`src/kmp_pkg.sv`:
```
package kmp_pkg;

	localparam int MAX_PATTERN_DEF = 1024;
	localparam logic [15:0] COUNT_MAX = 16'hFFFF;

	typedef enum logic [1:0] {
		FUNC_PATTERN = 2'd0,
		FUNC_TEXT    = 2'd1,
		FUNC_FINISH  = 2'd2
	} func_t;

	typedef struct packed {
		func_t       func;
		logic [7:0]  symbol;
		logic        first;
	} kmp_req_t;

	typedef struct packed {
		logic [15:0] match_count;
		logic        pattern_overflow;
	} kmp_rsp_t;

	typedef enum logic [1:0] {
		ST_IDLE,
		ST_FETCH,
		ST_COMPARE
	} seq_state_t;

	typedef struct packed {
		logic load;
		logic fallback;
	} scan_cmd_t;

	typedef struct packed {
		logic done;
	} scan_sts_t;

endpackage

```
`src/kmp_scan.sv`:
```
module kmp_scan import kmp_pkg::*; #(
	parameter int MAX_PATTERN = MAX_PATTERN_DEF,
	localparam int AW = $clog2(MAX_PATTERN),
	localparam int LW = AW + 1
) (
	input  logic          clk,
	input  scan_cmd_t     cmd,
	input  logic [LW-1:0] start_j,
	input  logic [7:0]    sym,
	input  logic [7:0]    pat_rdata,
	input  logic [AW-1:0] pre_rdata,
	output logic [AW-1:0] pat_raddr,
	output logic [AW-1:0] pre_raddr,
	output scan_sts_t     sts,
	output logic [LW-1:0] result
);

	logic [LW-1:0] j_q;
	logic [7:0]    sym_q;
	logic [LW-1:0] j_prev;
	logic          hit;

	// hold position and symbol; fall back through the prefix table on mismatch
	always_ff @(posedge clk) begin
		if (cmd.load) begin
			j_q   <= start_j;
			sym_q <= sym;
		end else if (cmd.fallback) begin
			j_q <= LW'(pre_rdata);
		end
	end

	assign j_prev    = j_q - LW'(1);
	assign pat_raddr = j_q[AW-1:0];
	assign pre_raddr = j_prev[AW-1:0];

	assign hit      = (pat_rdata == sym_q);
	assign sts.done = hit || (j_q == '0);
	assign result   = j_q + LW'(hit);

endmodule

```
`config.mk`:
```
export PLATFORM = sky130hd
export DESIGN_NAME = kmp_scan
export DESIGN_NICKNAME = d
export VERILOG_FILES = /design/src/kmp_pkg.sv /design/src/kmp_scan.sv
export SDC_FILE = /design/constraint.sdc
export NUM_CORES = 1
export LEC_CHECK = 0
export BUFFER_PORTS_ARGS = -buffer_cell sky130_fd_sc_hd__buf_4
export CORE_ASPECT_RATIO = 1.4
export CORE_MARGIN = 2
export CORE_UTILIZATION = 46
export CTS_CLUSTER_SIZE = 24
export DETAILED_ROUTE_END_ITERATION = 8
export GPL_TIMING_DRIVEN = 0
export HOLD_SLACK_MARGIN = 0.15
export PLACE_DENSITY_LB_ADDON = 0.1
export SLEW_MARGIN = 20
export SYNTH_ARGS = -nofsm -noshare
export SYNTH_HDL_FRONTEND = slang
export SYNTH_SLANG_ARGS = --single-unit
```
`constraint.sdc`:
```
create_clock -name clk -period 3.2 [get_ports clk]
set_input_delay 0.64 -clock clk [delete_from_list [all_inputs] [get_ports clk]]
set_output_delay 0.64 -clock clk [all_outputs]
set_load 0.02 [all_outputs]
```
# Word-level counts from Yosys, hierarchy flattened
# Cells that the tools add are included.
[classes]
addsub = 2
eq_ne = 1
mux = 2
reduce_logical = 3
[op_table]
columns = ["operator", "n"]
rows = [
  ["$mux 11", 2],
  ["$add 11x1->11", 1],
  ["$logic_not 11->1", 1],
  ["$sub 10x1->10 const B", 1],
  ["$eq 8x8->1", 1],
  ["$reduce_bool 2->1", 1],
  ["$logic_or 1x1->1", 1],
]
[totals]
reg_bits = 19
input_bits = 40
out_inout_bits = 32
elab_cells = 10

# Depth between registers and ports, before layout
[logic_depth]
ltp_word = 2
ltp_mapped = 7

# Least setup slack after synthesis
# No wires, ideal clock.
[synth_timing]
kind = "input to output"
startpoint = "in pat_rdata[1]"
endpoint = "out result[10]"
arrival_time_ps = 1938
t_required_ps = 2560
slack_ps = 622
path_stages = 7
n_path_buf = 0
cell_sequence = "xnor2_1 > nand4_1 > nor2_1 > ha_1 > ha_1 > nand4_1 > xnor2_1"
[synth_between]
elab_chain_cells = 2
[synth_lines]
columns = ["element", "line_no", "text"]
rows = [
  ["from (decl)", "kmp_scan.sv:10", "input logic [7:0] pat_rdata,"],
  ["$eq 8x8->1", "kmp_scan.sv:37", "assign hit = (pat_rdata == sym_q);"],
  ["$add 11x1->11", "kmp_scan.sv:39", "assign result = j_q + LW'(hit);"],
  ["to (decl)", "kmp_scan.sv:15", "output logic [LW-1:0] result"],
]
# Every way passes these cells.

# Worst setup path in the final report
# Same ends and word-level chain as after synthesis.

==> results.ini <==
[floorplanning]
die_area_sq_um=3110
die_h_um=65.2
io_pins=72
core.rowCount=22
dieWidth_um=47.7
initial_core_util_pct=47.5
core_area_sq_um=2590

[critical_path]
cp.required_ns=2.56
critical_path_depth=9
worstSetupPathType=input pin to primary output
worst_setup_path_end_kind=primary output
cpPeakStageDelay_ns=0.30
path_cells=buf_4, xnor2_1, nand4_1, nor2_1, ha_1, ha_1, nand4_1, xnor2_1, buf_4
cp_max_fo=6
setup.worst_path.start=pat_rdata[1]
timing.critical_path.slowest_stage_cell=ha_1
cp_data_arrival_time_ns=2.20
crit_path_start_kind=input pin
cp_top_family=adder cells
worst-path-buf-inv=2

[logic_synthesis]
ys_types=21
yosysSeqAreaShare_pct=46.4
syn_area_sq_um=1230
ys.warnings.count=0
synth_seq_cells=19
synth_area_leaders=edfxtp_1 (46%), xnor2_1 (14%), mux2_2 (9.2%), buf_4 (6.7%), ha_1 (5.1%)
syn-num-nets=149
synth_top_area_share_pct=46.4
avgSynthCellArea_sq_um=11.8
yosysTopAreaCell=edfxtp_1
syn_inst=104

[layout]
layout.cells.non_filler=215
diodes=0
synthToLayoutAreaGrowth_pct=49.4
final_nets=225
drive_above_1_share_pct=55.9

[grt]
grt_pass1_vias=942
grt_overflow=0
grt_pass1_wl_um=4020
antenna_found_initial=0
grt_start_max_net_pins=13
grt_usage_pct=17.7

[clocking]
htree_levels=1
path_clk_slew_ns=0.11
cts.sinks=19
clockBufferDepth=2
postCtsSetupRepairBufs=0
clockRootBuffer=clkbuf_4
ctsResizeCount=0
hold_buffers=0
cts_tree=yes
numCtsBuffers=3

[route]
dr.pass1.iters=3
vias=1002
drtIter0Drc=17
drt-vias-per-instance=4.66
avgRoutedWirePerCell_um=11.7
routed_wl_um=2510
ant_nets=0
drc=0

[status]
status=complete, no violations

[sta]
setup_viol=0
period_needed_ns=2.84
rsz0062_at_grt=no
hold_viol=0
drv_slew=0
holdWs_ns=0.506
fin_crit_sh_pct=88.8
max_freq_mhz=352
worst_pin_slew_ns=0.312
fin_ws_ns=0.358
finalSetupTns_ns=0
slew_headroom_pct=79.0

[power_and_ir_drop]
p_per_area_nw_per_um2=397
peakVddDrop_mv=0.327
leakage_nw=0.832

[placement]
hpwl_um=2100
gp_congestion=0.854
dp_cells=211
pre_cts_ws_ns=0.329
port-buffer-count=71

[worst_hold_path]
hold_depth=1
hold_path.class=input pin to flop
hp-start=sym[0]
hold_end=sym_q[0]

[flow_run]
cap_violations=0

==> cell usage in the layout, fill, tap and decap left out, drive strengths merged <==
cell and n:
a41o 1, and2 1, and3 3, and4 1, buf 84, clkbuf 3, clkinvlp 1, edfxtp 19
ha 5, inv 3, mux2 10, nand2 5, nand3 3, nand4 5, nand4b 1, nor2 4
nor3 3, nor4 1, or2 1, xnor2 20, xor2 5
==> stage by stage <==
stage	total power, mW	utilization (%)	instance area [sq um]
floorplan	0.485	-	1230
global placement	0.606	69.9	1810
detailed placement	0.613	69.9	1810
CTS	0.735	71.0	1840
global route	0.772	71.0	1840
finish	0.730	71.0	1840
==> area by class of cell <==
cell class	count	area (sq um)
well taps	36	45.0
multi-input cells	69	556
clock buffers	3	22.5
plain buffers	13	92.6
clock inverters	1	7.51
flip-flops and latches	19	571
repair buffers	71	533
inverters	3	11.3
fillers	226	749
==> kinds of logic after synthesis <==
family / count (synthesis) / synth area share [%]
AND/OR/NAND/NOR: 28 / 12.3
XOR/XNOR: 25 / 17.8
flip-flops: 19 / 46.4
buffers and inverters: 16 / 8.44
multiplexers: 10 / 9.16
adder cells (fa/ha/maj): 5 / 5.09
AO/OA/AOI/OAI: 1 / 0.814
==> synthesized netlist by cell type <==
library cell   n
and2_1         1
inv_1          3
mux2_2        10
xnor2_1       20
a41o_1         1
and3_2         1
buf_2          2
nor2_1         4
xor2_1         5
ha_1           5
buf_4         11
nand4b_1       1
nand3_1        3
nand4_1        5
and4_1         1
nand2_1        5
nor4_1         1
edfxtp_1      19
nor3_1         3
and3_1         2
or2_2          1
==> sequential cells by signal, indices dropped and copies added, names as in the netlist <==
| signal | flops |
|---|---|
| sym_q | 8 |
| j_q | 11 |
==> routing by layer <==
layer	part of all wire, %	GRT usage, %
met1	39	20.7
met2	53	30.0
met5	0	0
met4	1.3	8.11
met3	6.5	3.02
==> power by group <==
group          leakage [nW]  total [mW]  switching, mW  internal, mW
sequential            0.191       0.329         0.0272         0.302
clock                0.0139       0.125         0.0772        0.0476
combinational         0.627       0.276          0.128         0.147
==> how the worst max path moves through the flow <==
stage | to | slack, ns
2_1_floorplan | result[10] | 0.62
3_3_place_gp | result[10] | 0.38
3_5_place_dp | result[10] | 0.33
4_1_cts | result[10] | 0.33
5_1_grt | result[10] | 0.16
6_report | result[10] | 0.36
(Power assumes the default switching activity.)
