===== src/kmp_pkg.sv =====
package kmp_pkg;

	localparam int MAX_PATTERN_DEF = 1024;
	localparam logic [15:0] COUNT_MAX = 16'hFFFF;

	typedef enum logic [1:0] {
		FUNC_PATTERN = 2'd0,
		FUNC_TEXT    = 2'd1,
		FUNC_FINISH  = 2'd2
	} func_t;

	typedef struct packed {
		func_t       func;
		logic [7:0]  symbol;
		logic        first;
	} kmp_req_t;

	typedef struct packed {
		logic [15:0] match_count;
		logic        pattern_overflow;
	} kmp_rsp_t;

	typedef enum logic [1:0] {
		ST_IDLE,
		ST_FETCH,
		ST_COMPARE
	} seq_state_t;

	typedef struct packed {
		logic load;
		logic fallback;
	} scan_cmd_t;

	typedef struct packed {
		logic done;
	} scan_sts_t;

endpackage


===== src/kmp_seq.sv =====
module kmp_seq import kmp_pkg::*; #(
	parameter int MAX_PATTERN = MAX_PATTERN_DEF,
	localparam int AW = $clog2(MAX_PATTERN),
	localparam int LW = AW + 1
) (
	input  logic          clk,
	input  logic          arst_n,
	input  logic          req_valid,
	output logic          req_ready,
	input  kmp_req_t      req,
	output logic          rsp_valid,
	input  logic          rsp_ready,
	output kmp_rsp_t      rsp,
	output scan_cmd_t     scan_cmd,
	output logic [LW-1:0] scan_start,
	output logic [7:0]    scan_sym,
	input  scan_sts_t     scan_sts,
	input  logic [LW-1:0] scan_result,
	output logic          pat_we,
	output logic [AW-1:0] pat_waddr,
	output logic [7:0]    pat_wdata,
	output logic          pre_we,
	output logic [AW-1:0] pre_waddr,
	output logic [AW-1:0] pre_wdata
);

	localparam logic [LW-1:0] MAX_LEN = LW'(MAX_PATTERN);

	seq_state_t    state_q, state_d;
	logic [LW-1:0] len_q;
	logic [AW-1:0] build_q;
	logic [LW-1:0] mpos_q;
	logic [15:0]   total_q;
	logic          ovf_q;
	logic          build_mode_q;
	logic          rsp_valid_q;
	kmp_rsp_t      rsp_q;

	logic          accept;
	logic [LW-1:0] len_eff;
	logic [LW-1:0] text_start;

	assign req_ready  = (state_q == ST_IDLE) && (!rsp_valid_q || rsp_ready);
	assign accept     = req_valid && req_ready;
	assign len_eff    = req.first ? '0 : len_q;
	assign text_start = (mpos_q >= len_q) ? '0 : mpos_q;

	assign scan_sym   = req.symbol;
	assign scan_start = (req.func == FUNC_TEXT) ? text_start : LW'(build_q);
	assign pat_waddr  = len_eff[AW-1:0];
	assign pat_wdata  = req.symbol;
	assign pre_waddr  = (state_q == ST_IDLE) ? '0 : len_q[AW-1:0];
	assign pre_wdata  = (state_q == ST_IDLE) ? '0 : scan_result[AW-1:0];

	assign rsp_valid = rsp_valid_q;
	assign rsp       = rsp_q;

	always_comb begin
		state_d           = state_q;
		scan_cmd.load     = 1'b0;
		scan_cmd.fallback = 1'b0;
		pat_we            = 1'b0;
		pre_we            = 1'b0;
		unique case (state_q)
			ST_IDLE: begin
				if (accept) begin
					case (req.func)
						FUNC_PATTERN: begin
							if (len_eff < MAX_LEN) begin
								pat_we = 1'b1;
								if (len_eff != '0) begin
									scan_cmd.load = 1'b1;
									state_d       = ST_FETCH;
								end else begin
									pre_we = 1'b1;
								end
							end
						end
						FUNC_TEXT: begin
							if (len_q != '0) begin
								scan_cmd.load = 1'b1;
								state_d       = ST_FETCH;
							end
						end
						default: ;
					endcase
				end
			end
			ST_FETCH: begin
				state_d = ST_COMPARE;
			end
			ST_COMPARE: begin
				if (scan_sts.done) begin
					pre_we  = build_mode_q;
					state_d = ST_IDLE;
				end else begin
					scan_cmd.fallback = 1'b1;
					state_d           = ST_FETCH;
				end
			end
			default: begin
				state_d = ST_IDLE;
			end
		endcase
	end

	always_ff @(posedge clk or negedge arst_n) begin
		if (!arst_n) begin
			state_q      <= ST_IDLE;
			len_q        <= '0;
			build_q      <= '0;
			mpos_q       <= '0;
			total_q      <= '0;
			ovf_q        <= 1'b0;
			build_mode_q <= 1'b0;
			rsp_valid_q  <= 1'b0;
		end else begin
			state_q <= state_d;
			if (rsp_ready) begin
				rsp_valid_q <= 1'b0;
			end
			if (accept) begin
				case (req.func)
					FUNC_PATTERN: begin
						if (req.first) begin
							len_q   <= '0;
							build_q <= '0;
							mpos_q  <= '0;
							ovf_q   <= 1'b0;
						end
						if (len_eff >= MAX_LEN) begin
							ovf_q <= 1'b1;
						end else if (len_eff == '0) begin
							len_q   <= LW'(1);
							build_q <= '0;
						end else begin
							build_mode_q <= 1'b1;
						end
					end
					FUNC_TEXT: begin
						build_mode_q <= 1'b0;
					end
					FUNC_FINISH: begin
						total_q     <= '0;
						mpos_q      <= '0;
						rsp_valid_q <= 1'b1;
					end
					default: ;
				endcase
			end
			if (state_q == ST_COMPARE && scan_sts.done) begin
				if (build_mode_q) begin
					len_q   <= len_q + LW'(1);
					build_q <= scan_result[AW-1:0];
				end else if (scan_result == len_q) begin
					if (total_q != COUNT_MAX) begin
						total_q <= total_q + 16'd1;
					end
					mpos_q <= '0;
				end else begin
					mpos_q <= scan_result;
				end
			end
		end
	end

	always_ff @(posedge clk) begin
		if (accept && req.func == FUNC_FINISH) begin
			rsp_q.match_count      <= total_q;
			rsp_q.pattern_overflow <= ovf_q;
		end
	end

endmodule


===== config.mk =====
export PLATFORM = sky130hd
export DESIGN_NAME = kmp_seq
export DESIGN_NICKNAME = d
export VERILOG_FILES = /design/src/kmp_pkg.sv /design/src/kmp_seq.sv
export SDC_FILE = /design/constraint.sdc
export NUM_CORES = 1
export LEC_CHECK = 0
export ABC_AREA = 1
export BUFFER_PORTS_ARGS = -buffer_cell sky130_fd_sc_hd__buf_4
export CAP_MARGIN = 10
export CORE_ASPECT_RATIO = 1.2
export CORE_MARGIN = 3
export CORE_UTILIZATION = 35
export DETAILED_ROUTE_END_ITERATION = 10
export GPL_TIMING_DRIVEN = 0
export PLACE_DENSITY_LB_ADDON = 0.08
export SYNTH_ARGS = -nofsm -noshare
export SYNTH_HDL_FRONTEND = slang
export SYNTH_SLANG_ARGS = --single-unit

===== constraint.sdc =====
create_clock -name clk -period 1.7 [get_ports clk]
set_input_delay 0.34 -clock clk [delete_from_list [all_inputs] [get_ports clk]]
set_output_delay 0.34 -clock clk [all_outputs]
set_load 0.1 [all_outputs]

[After elaboration in Yosys (flattened, before gate mapping)]
Cells that the tools add are included.
Widths: inputs -> output; s select.
Operators by class
  multiplexer cells: 63
  eq/ne operators: 13
  add/sub/neg operators: 2
  reductions and logical operators: 16
  magnitude comparators: 3
Operators by type and width (number)
  $mux 11: 14
  $mux 16: 6
  $mux 10: 9
  $mux 1: 24
  $pmux 11 s2: 1
  $reduce_bool 11->1: 2
  $add 16x1->16 const B: 1
  $ne 16x16->1 const B: 1
  $add 11x1->11 const B: 1
  $eq 11x11->1: 1
  $ge 11x11->1: 1
  $ge 11x11->1 const B: 1
  $logic_not 11->1: 1
  $lt 11x11->1 const B: 1
  $mux 2: 4
  $ne 2x2->1 const B: 3
  $ne 3x3->1 const B: 2
  $pmux 1 s2: 3
  $pmux 2 s3: 1
  $reduce_and 5->1: 1
  $eq 2x1->1 const B: 2
  $eq 2x2->1 const B: 2
  $logic_and 1x1->1: 4
  $logic_not 2->1: 2
  other kinds (8): 9
Storage, ports and cells
  bits in registers: 70

[Logic depth before layout (Yosys ltp)]
Gate-level depths: netlist (run 1).
  depth in word-level cells: 9
  depth in mapped cells: 12
  mapped depth without buffers: 11

[Worst setup path after synthesis (run 1)]
OpenSTA, ideal clock, no wires.
  path type: flip-flop to output port
  start point: reg len_q[2]
  end point: out scan_start[1]
  arrival time: 3.469 ns
  required time: 1.360 ns
  slack: -2.109 ns
  stages on the path, launching flop included: 9
  buffers on the path: 1
  cell sequence: dfrtp_1 > inv_1 > ha_1 > a21oi_1 > o21ai_0 > nand3b_1 > nand3_1 > clkbuf_1 > o21ai_0
Between the ends
  cells in the longest elaborated chain, start to end: 3
Ends and longest elaborated chain
  from (decl): line kmp_seq.sv:30  | logic [LW-1:0] len_q;
  from (signal assigned): line kmp_seq.sv:153  | len_q <= len_q + LW'(1);
  $ge 11x11->1: line kmp_seq.sv:46  | assign text_start = (mpos_q >= len_q) ? '0 : mpos_q;
  $mux 11: line kmp_seq.sv:46
  $mux 11: line kmp_seq.sv:49  | assign scan_start = (req.func == FUNC_TEXT) ? text_start : LW'(build_q);
  to (decl): line kmp_seq.sv:15  | output logic [LW-1:0] scan_start,
No other way between the ends.

[Worst setup path after layout (run 1)]
  start point: reg mpos_q[4]
  end point: out scan_start[6]
Between the ends
  cells in the longest elaborated chain, start to end: 3
Ends and longest elaborated chain
  from (decl): line kmp_seq.sv:32  | logic [LW-1:0] mpos_q;
  from (signal assigned): line kmp_seq.sv:161  | mpos_q <= scan_result;
  $ge 11x11->1: line kmp_seq.sv:46
  $mux 11: line kmp_seq.sv:46
  $mux 11: line kmp_seq.sv:49
No other way between the ends.

==> results of run 1 <==
[worst max path at each step]
stage	startpoint	depth (start not counted)	endpoint
floorplan	rsp_valid$_DFF_PN0_	9	pre_we
global placement	len_q[7]$_DFF_PN0_	9	scan_start[2]
detailed placement	len_q[7]$_DFF_PN0_	9	scan_start[2]
CTS	len_q[6]$_DFF_PN0_	9	scan_start[6]
global route	len_q[10]$_DFF_PN0_	9	scan_start[6]
finish	mpos_q[4]$_DFF_PN0_	8	scan_start[6]
[cell usage in the layout (no fill, tap or decap), types with 4 or more instances in the layout]
| master | instances |
|---|---|
| buf_6 | 27 |
| o21ai_0 | 13 |
| inv_4 | 11 |
| o31ai_2 | 4 |
| dfrtp_2 | 5 |
| nand3_1 | 22 |
| nor3_2 | 4 |
| o21ai_2 | 4 |
| edfxtp_1 | 17 |
| clkbuf_16 | 16 |
| ha_1 | 6 |
| nor2_1 | 51 |
| xnor2_1 | 8 |
| nor2_4 | 49 |
| nand2_2 | 11 |
| inv_2 | 7 |
| nand4_1 | 6 |
| a21oi_2 | 4 |
| inv_1 | 50 |
| buf_8 | 8 |
| nand2_4 | 6 |
| buf_4 | 112 |
| buf_12 | 43 |
| nand2_1 | 80 |
| o21ai_1 | 22 |
| a31oi_1 | 6 |
| o21ai_4 | 10 |
| nand3_2 | 25 |
| a21oi_1 | 10 |
| ha_4 | 7 |
| dfrtp_1 | 47 |
| o31ai_1 | 5 |
| nor2_2 | 13 |
[layout make-up]
cell class | instances | share of cell area (%)
repair buffers | 175 | 26.37
well taps | 161 | 2.559
plain buffers | 30 | 3.402
inverters | 73 | 4.260
multi-input cells | 388 | 36.26
clock buffers | 9 | 2.861
clock inverters | 7 | 0.8266
flip-flops and latches | 70 | 23.46
[worst reg2reg max path, delay by kind of cell, from the launching register on]
kind / cells / cell delay (ps)
AND/OR/NAND/NOR: 10 / 960
flip-flops: 1 / 400
buffers and inverters: 5 / 570
[metrics by stage]
step           cells  cell area (µm²)  hold WS (ps)  TNS, ps
6_report         913             7871         61.21   -21110
5_1_grt          913             7871         108.6   -27260
4_1_cts          892             7313         92.42   -17100
3_5_place_dp     823             5822         433.5   -13630
3_3_place_gp     823             5822         432.2   -12110
2_1_floorplan    564             4885         44.41   -39290
[Yosys cell counts, types with 14 or more instances]
master,n
buf_4,17
dfrtp_1,53
nor2_1,92
a21oi_1,14
ha_1,14
inv_1,60
o21ai_0,37
edfxtp_1,17
nand2_1,88
nor2_2,15
nand3_1,44
[state kept, by name (all words and copies together), names as in the netlist]
register / count
build_q: 10
build_mode_q: 1
ovf_q: 1
mpos_q: 11
len_q: 11
rsp_valid: 1
total_q: 16
state_q: 2
rsp: 17
[power by group through the flow]
stage / Sequential, mW / Combinational [mW] / Clock, mW
final: 2.51 / 9.11 / 1.86
after global routing: 2.55 / 9.53 / 1.97
after CTS: 2.48 / 8.43 / 1.88
after detailed placement: 2.54 / 6.22 / 0
after global placement: 2.53 / 6.15 / 0
after floorplan: 2.62 / 4.94 / 0
[cells by family (layout without fill, tap and decap cells)]
family / count (synthesis) / count (layout) / synth area share, %
AO/OA/AOI/OAI: 83 / 83 / 10.42
XOR/XNOR: 11 / 11 / 2.199
adder cells (fa/ha/maj): 14 / 14 / 3.998
buffers and inverters: 106 / 294 / 11.11
flip-flops: 70 / 70 / 41.92
multiplexers: 1 / 1 / 0.2285
AND/OR/NAND/NOR: 279 / 279 / 30.13
[layer usage]
layer | global-route usage (%) | up-vias | part of all wire (%) | routed length, µm
li1 | - | 2183 | - | -
met4 | 12.41 | 0 | 4.2 | 636
met5 | 0 | - | 0 | 0
met2 | 37.74 | 132 | 55 | 8441
met1 | 22.97 | 2188 | 37 | 5611
met3 | 3.613 | 51 | 3.7 | 557
[what timing repair did]
action                                  CTS  global route
pin swaps                                25            36
gates resized for setup                 196           107
setup buffers                            50            29
endpoints found under the hold margin     0             0
hold buffers                              0             0
gates cloned                              4             5
endpoints found under the setup margin   86           108
==> impl_metrics.csv, run 1 <==
group,metric,value,unit
final_layout,nNetsFinal,788,
timing,setup_ws,-792.2,ps
clock_network,clock_latency,330,ps
pwr,power_density,1713,mW/mm²
final_layout,fillers,955,
pwr,ir_drop,1017,µV
detailed_routing,wl,15250,µm
critical_path,slowest_delay,430,ps
timing,tightest_slew,732.6,ps
critical_path,ff2ff_setup_slack,-320,ps
final_layout,syn2layout_area_growth,79.64,%
timing,fin_crit_sh,146.6,%
place,globalplace.congestion,0.8489,
critical_path,slowest_stage,"dfrtp_1",
worst_hold_path,hold_class,"in2async",
global_routing,grt_remaining_overflow,0,
global_routing,grt_pass1_wl,22470,µm
critical_path,rr_startpoint,"len_q[3]$_DFF_PN0_",
outcome,violations,"setup timing",
synthesis,synth_top_cell_area_share,30.27,%
global_routing,grt_pass1_vias,4519,
job,drv_cap,0,
pwr,total_power,13.48,mW
final_layout,multi_input_area,0.002854,mm²
final_layout,fin_util,64.70,%
synthesis,synth-async-reset-ratio,75.71,%
timing,clock_skew,6.687,ps
detailed_routing,viasPerCell,4.988,
timing,slew_violations,0,
timing,rsz0062_at_grt,"true",
final_layout,antenna_cells,0,
synthesis,synth_nets,605,
critical_path,critPathArrivalTime,2150,ps
synthesis,ys_warn_count,0,
outcome,outcome,"finished, violations left",
pwr,clock_power_share,13.8,%
pwr,p_leak,3.501,nW
detailed_routing,wire_per_inst,16.70,µm
detailed_routing,antenna_left,0,
synthesis,synth.distinct_cells,38,
pwr,seqPwrFrac,18.6,%
synthesis,yosys-top-cells-area,"dfrtp_1 (30%), edfxtp_1 (12%), nor2_1 (7.9%), nand2_1 (7.5%), inv_1 (5.1%)",
critical_path,crit_family,"compound AO/OA/AOI/OAI gates",
critical_path,r2r-end,"total_q[11]$_DFF_PN0_",
synthesis,yosysTopAreaCell,"dfrtp_1",
synthesis,ys_seq_area_share,41.92,%
pwr,comb_power_share,67.6,%
final_layout,ff_latch_area,0.001847,mm²
die,start_util,36.01,%
critical_path,crit_chain,"ha_4 > a21oi_2 > o21ai_1 > a21oi_1 > nand3_2 > clkbuf_16 > o21ai_4 > buf_12",
synthesis,ys.flop_type,"dfrtp_1",
die,rows,44,
die,io_pins,107,
critical_path,cp_num_buf_inv,2,
synthesis,ys_seq_elements,70,
die,core_area,0.01217,mm²
critical_path,start_kind,"register",
pwr,power.switching,6.662,mW
timing,max_freq,0.4013,GHz
detailed_routing,drtIter0Drc,314,
global_routing,grt_usage,20.99,%
clock_network,cts_root_buffer,"clkbuf_16",
place,place_hpwl,9480,µm
pwr,power.internal,6.819,mW
detailed_routing,vias,4554,
critical_path,r2r_cells,15,
critical_path,path_max_fanout,5,
detailed_routing,dr.pass1.iters,5,
timing,setup_viol,80,
clock_network,cts-htree-levels,3,
timing,final-hold-violation-count,0,
synthesis,syn-cell-area,0.004382,mm²
critical_path,cp.required,1360,ps
place,io_buffers,98,
final_layout,drive_gt1_share,52.26,%
clock_network,clock_sinks,70,
clock_network,clockBufferDepth,2,
die,die_w,108.1,µm
pwr,swShare,49.42,%
die,dieArea,0.01390,mm²
timing,relSlewSlack,51.16,%
critical_path,crit_type,"reg2out",
clock_network,clkSlewWorstSetupHoldPaths,60,ps
timing,min_period,2492,ps
clock_network,cts_tree,"yes",
synthesis,synthCells,564,
critical_path,critPathCaptureType,"output pin",
detailed_routing,drc,0,
synthesis,syn_area_per_cell,7.769,µm²
global_routing,grt_max_degree,54,
place,pre_cts_slack,-741.9,ps
clock_network,cts_made_buffers,9,
die,die_h,128.6,µm
global_routing,antenna_found_initial,0,
synthesis,synth_edf_count,17,
No activity file was read; power rests on OpenSTA's default activity.
==> run 2, diff against run 1 <==
--- a/config.mk
+++ b/config.mk
@@ -8,8 +8,7 @@
 export ABC_AREA = 1
 export BUFFER_PORTS_ARGS = -buffer_cell sky130_fd_sc_hd__buf_4
 export CAP_MARGIN = 10
-export CORE_ASPECT_RATIO = 1.2
-export CORE_MARGIN = 3
+export CORE_MARGIN = 2
 export CORE_UTILIZATION = 35
 export DETAILED_ROUTE_END_ITERATION = 10
 export GPL_TIMING_DRIVEN = 0
==> impl_metrics.csv, run 2 (same netlist as run 1, synthesis figures left out) <==
group,metric,value,unit
timing,setup_ws,-771.7,ps
global_routing,grt_pass1_wl,22490,µm
timing,final-hold-violation-count,0,
outcome,violations,"setup timing",
timing,min_period,2472,ps
pwr,total_power,13.76,mW
critical_path,critPathArrivalTime,2670,ps
global_routing,grt_remaining_overflow,0,
outcome,outcome,"finished, violations left",
final_layout,fin_util,66.18,%
critical_path,path_max_fanout,2,
final_layout,instances_no_fill,937,
global_routing,grt_pass1_vias,4295,
die,die_w,115.9,µm
place,place_hpwl,9414,µm
global_routing,met1_usage,31.80,%
detailed_routing,drc,0,
timing,max_freq,0.4046,GHz
final_layout,multi_input_area,0.002860,mm²
die,dieArea,0.01343,mm²
detailed_routing,drtIter0Drc,273,
final_layout,final_common_cell,"buf_4",
global_routing,busiest_layer,"met2",
final_layout,layout_common_cells,"buf_4 (129), nand2_1 (80), inv_1 (50), nor2_4 (48), dfrtp_1 (47)",
die,rows,40,
timing,fin_crit_sh,145.4,%
final_layout,antenna_cells,0,
clock_network,clock_sinks,70,
die,start_util,36.18,%
detailed_routing,viasPerCell,5.051,
detailed_routing,antenna_left,0,
place,placed_area,0.005831,mm²
final_layout,largest_reg_flops,17,
pwr,ir_drop,913.9,µV
timing,rsz0062_at_grt,"true",
global_routing,grt_usage,21.87,%
global_routing,antenna_found_initial,0,
critical_path,cp.required,1890,ps
global_routing,grt_use_met2,33.92,%
clock_network,cts_root_buffer,"clkbuf_16",
clock_network,clkSlewWorstSetupHoldPaths,70,ps
clock_network,clockBufferDepth,2,
worst_hold_path,hold_class,"in2async",
final_layout,nNetsFinal,805,
clock_network,cts_made_buffers,9,
timing,slew_violations,0,
global_routing,grt_max_degree,54,
detailed_routing,vias,4733,
place,dp_cells,830,
timing,tightest_slew,751.0,ps
die,io_pins,107,
timing,setup_viol,75,
place,io_buffers,98,
timing,clock_skew,14.28,ps
die,die_h,115.9,µm
final_layout,ff_latch_area,0.001847,mm²
clock_network,cts_tree,"yes",
place,globalplace.congestion,0.8233,
detailed_routing,dr.pass1.iters,5,
pwr,p_leak,3.600,nW
final_layout,syn2layout_area_growth,82.92,%
detailed_routing,wl,15530,µm
timing,relSlewSlack,49.93,%
pwr,power_density,1716,mW/mm²
clock_network,ctsHoldBuffers,0,
clock_network,clock_latency,340,ps
critical_path,start_kind,"register",
final_layout,drive_gt1_share,53.58,%
critical_path,crit_type,"reg2reg",
critical_path,critPathCaptureType,"register",
final_layout,fillers,933,
detailed_routing,wire_per_inst,16.58,µm
job,drv_cap,0,
clock_network,cts-htree-levels,3,
global_routing,gr-usage-met3,2.720,%
final_layout,final_area,0.008015,mm²
die,core_area,0.01211,mm²
run 2: cell types whose count changed in the layout (fill, tap and decap cells not counted), moves of 3 or more:
cell / previous run / this run
buf_4: 112 / 129
clkbuf_1: 2 / 5
clkbuf_16: 16 / 19
inv_6: 1 / 5
nand3_1: 22 / 26
nand3_2: 25 / 20
nor2_1: 51 / 44
nor2_2: 13 / 21
o21ai_0: 13 / 18
o21ai_1: 22 / 18
xnor2_1: 8 / 5
xnor2_2: 0 / 3
run 2: area by class of cell:
cell class / count / share of cell area (%)
Sequential cell: 70 / 23.04
Tap cell: 168 / 2.623
Timing Repair Buffer: 189 / 26.94
Buffer: 32 / 3.825
Clock inverter: 3 / 0.5308
Multi-Input combinational cell: 389 / 35.69
Clock buffer: 13 / 3.263
Inverter: 73 / 4.090
run 2: worst paths after layout:
| kind | start | end | slack [ps] | cells past startpoint |
|---|---|---|---|---|
| max | len_q[6]$_DFF_PN0_ | build_mode_q$_DFFE_PN0P_ | -770 | 17 |
| min | arst_n | len_q[3]$_DFF_PN0_ | 30 | 1 |
| max reg2reg | len_q[6]$_DFF_PN0_ | build_mode_q$_DFFE_PN0P_ | -770 | 17 |
| min reg2reg | ovf_q$_DFFE_PN0P_ | rsp[0]$_DFFE_PP_ | 460 | 0 |
| max in group asynchronous | arst_n | rsp_valid$_DFF_PN0_ | 1090 | 1 |
| min in group clk | rsp_ready | rsp_valid$_DFF_PN0_ | 180 | 2 |
run 2: critical path, cell delays in order, from the launching register on:
cell and delay (ps):
dfrtp_1 390, inv_4 60, buf_6 120, buf_6 110, nand4_1 100, nand2_1 100, buf_4 150, buf_4 120
buf_4 120, buf_4 120, buf_4 120, buf_4 120, buf_4 120, buf_4 120, nand4_1 80, o211ai_1 160
nand2_1 110, o21ai_0 80
run 2: layer usage:
layer / vias up / part of all wire (%)
li1: 2238 / -
met1: 2284 / 45
met2: 183 / 48
met3: 28 / 4.9
met4: 0 / 1.9
met5: - / 0
run 2: power by group:
| group | switching [mW] | internal, mW |
|---|---|---|
| registers | 0.407 | 2.12 |
| logic | 5.54 | 3.72 |
| clock network | 0.737 | 1.23 |
| total | 6.69 | 7.07 |
run 2: timing repair:
action                                  in CTS  in global routing
pin swaps                                   28                 35
resized for setup                          192                 95
gates cloned                                 4                  4
endpoints found under the setup margin      95                102
setup buffers                               61                 26
run 2: through the flow:
step	setup slack [ps]	hold WS, ps	TNS, ps
after CTS	-736.4	84.86	-14950
final	-771.7	27.40	-28560
after floorplan	-827.6	44.41	-39290
after global routing	-852.5	89.85	-33190
after global placement	-690.9	447.7	-13840
after detailed placement	-727.6	447.1	-15200
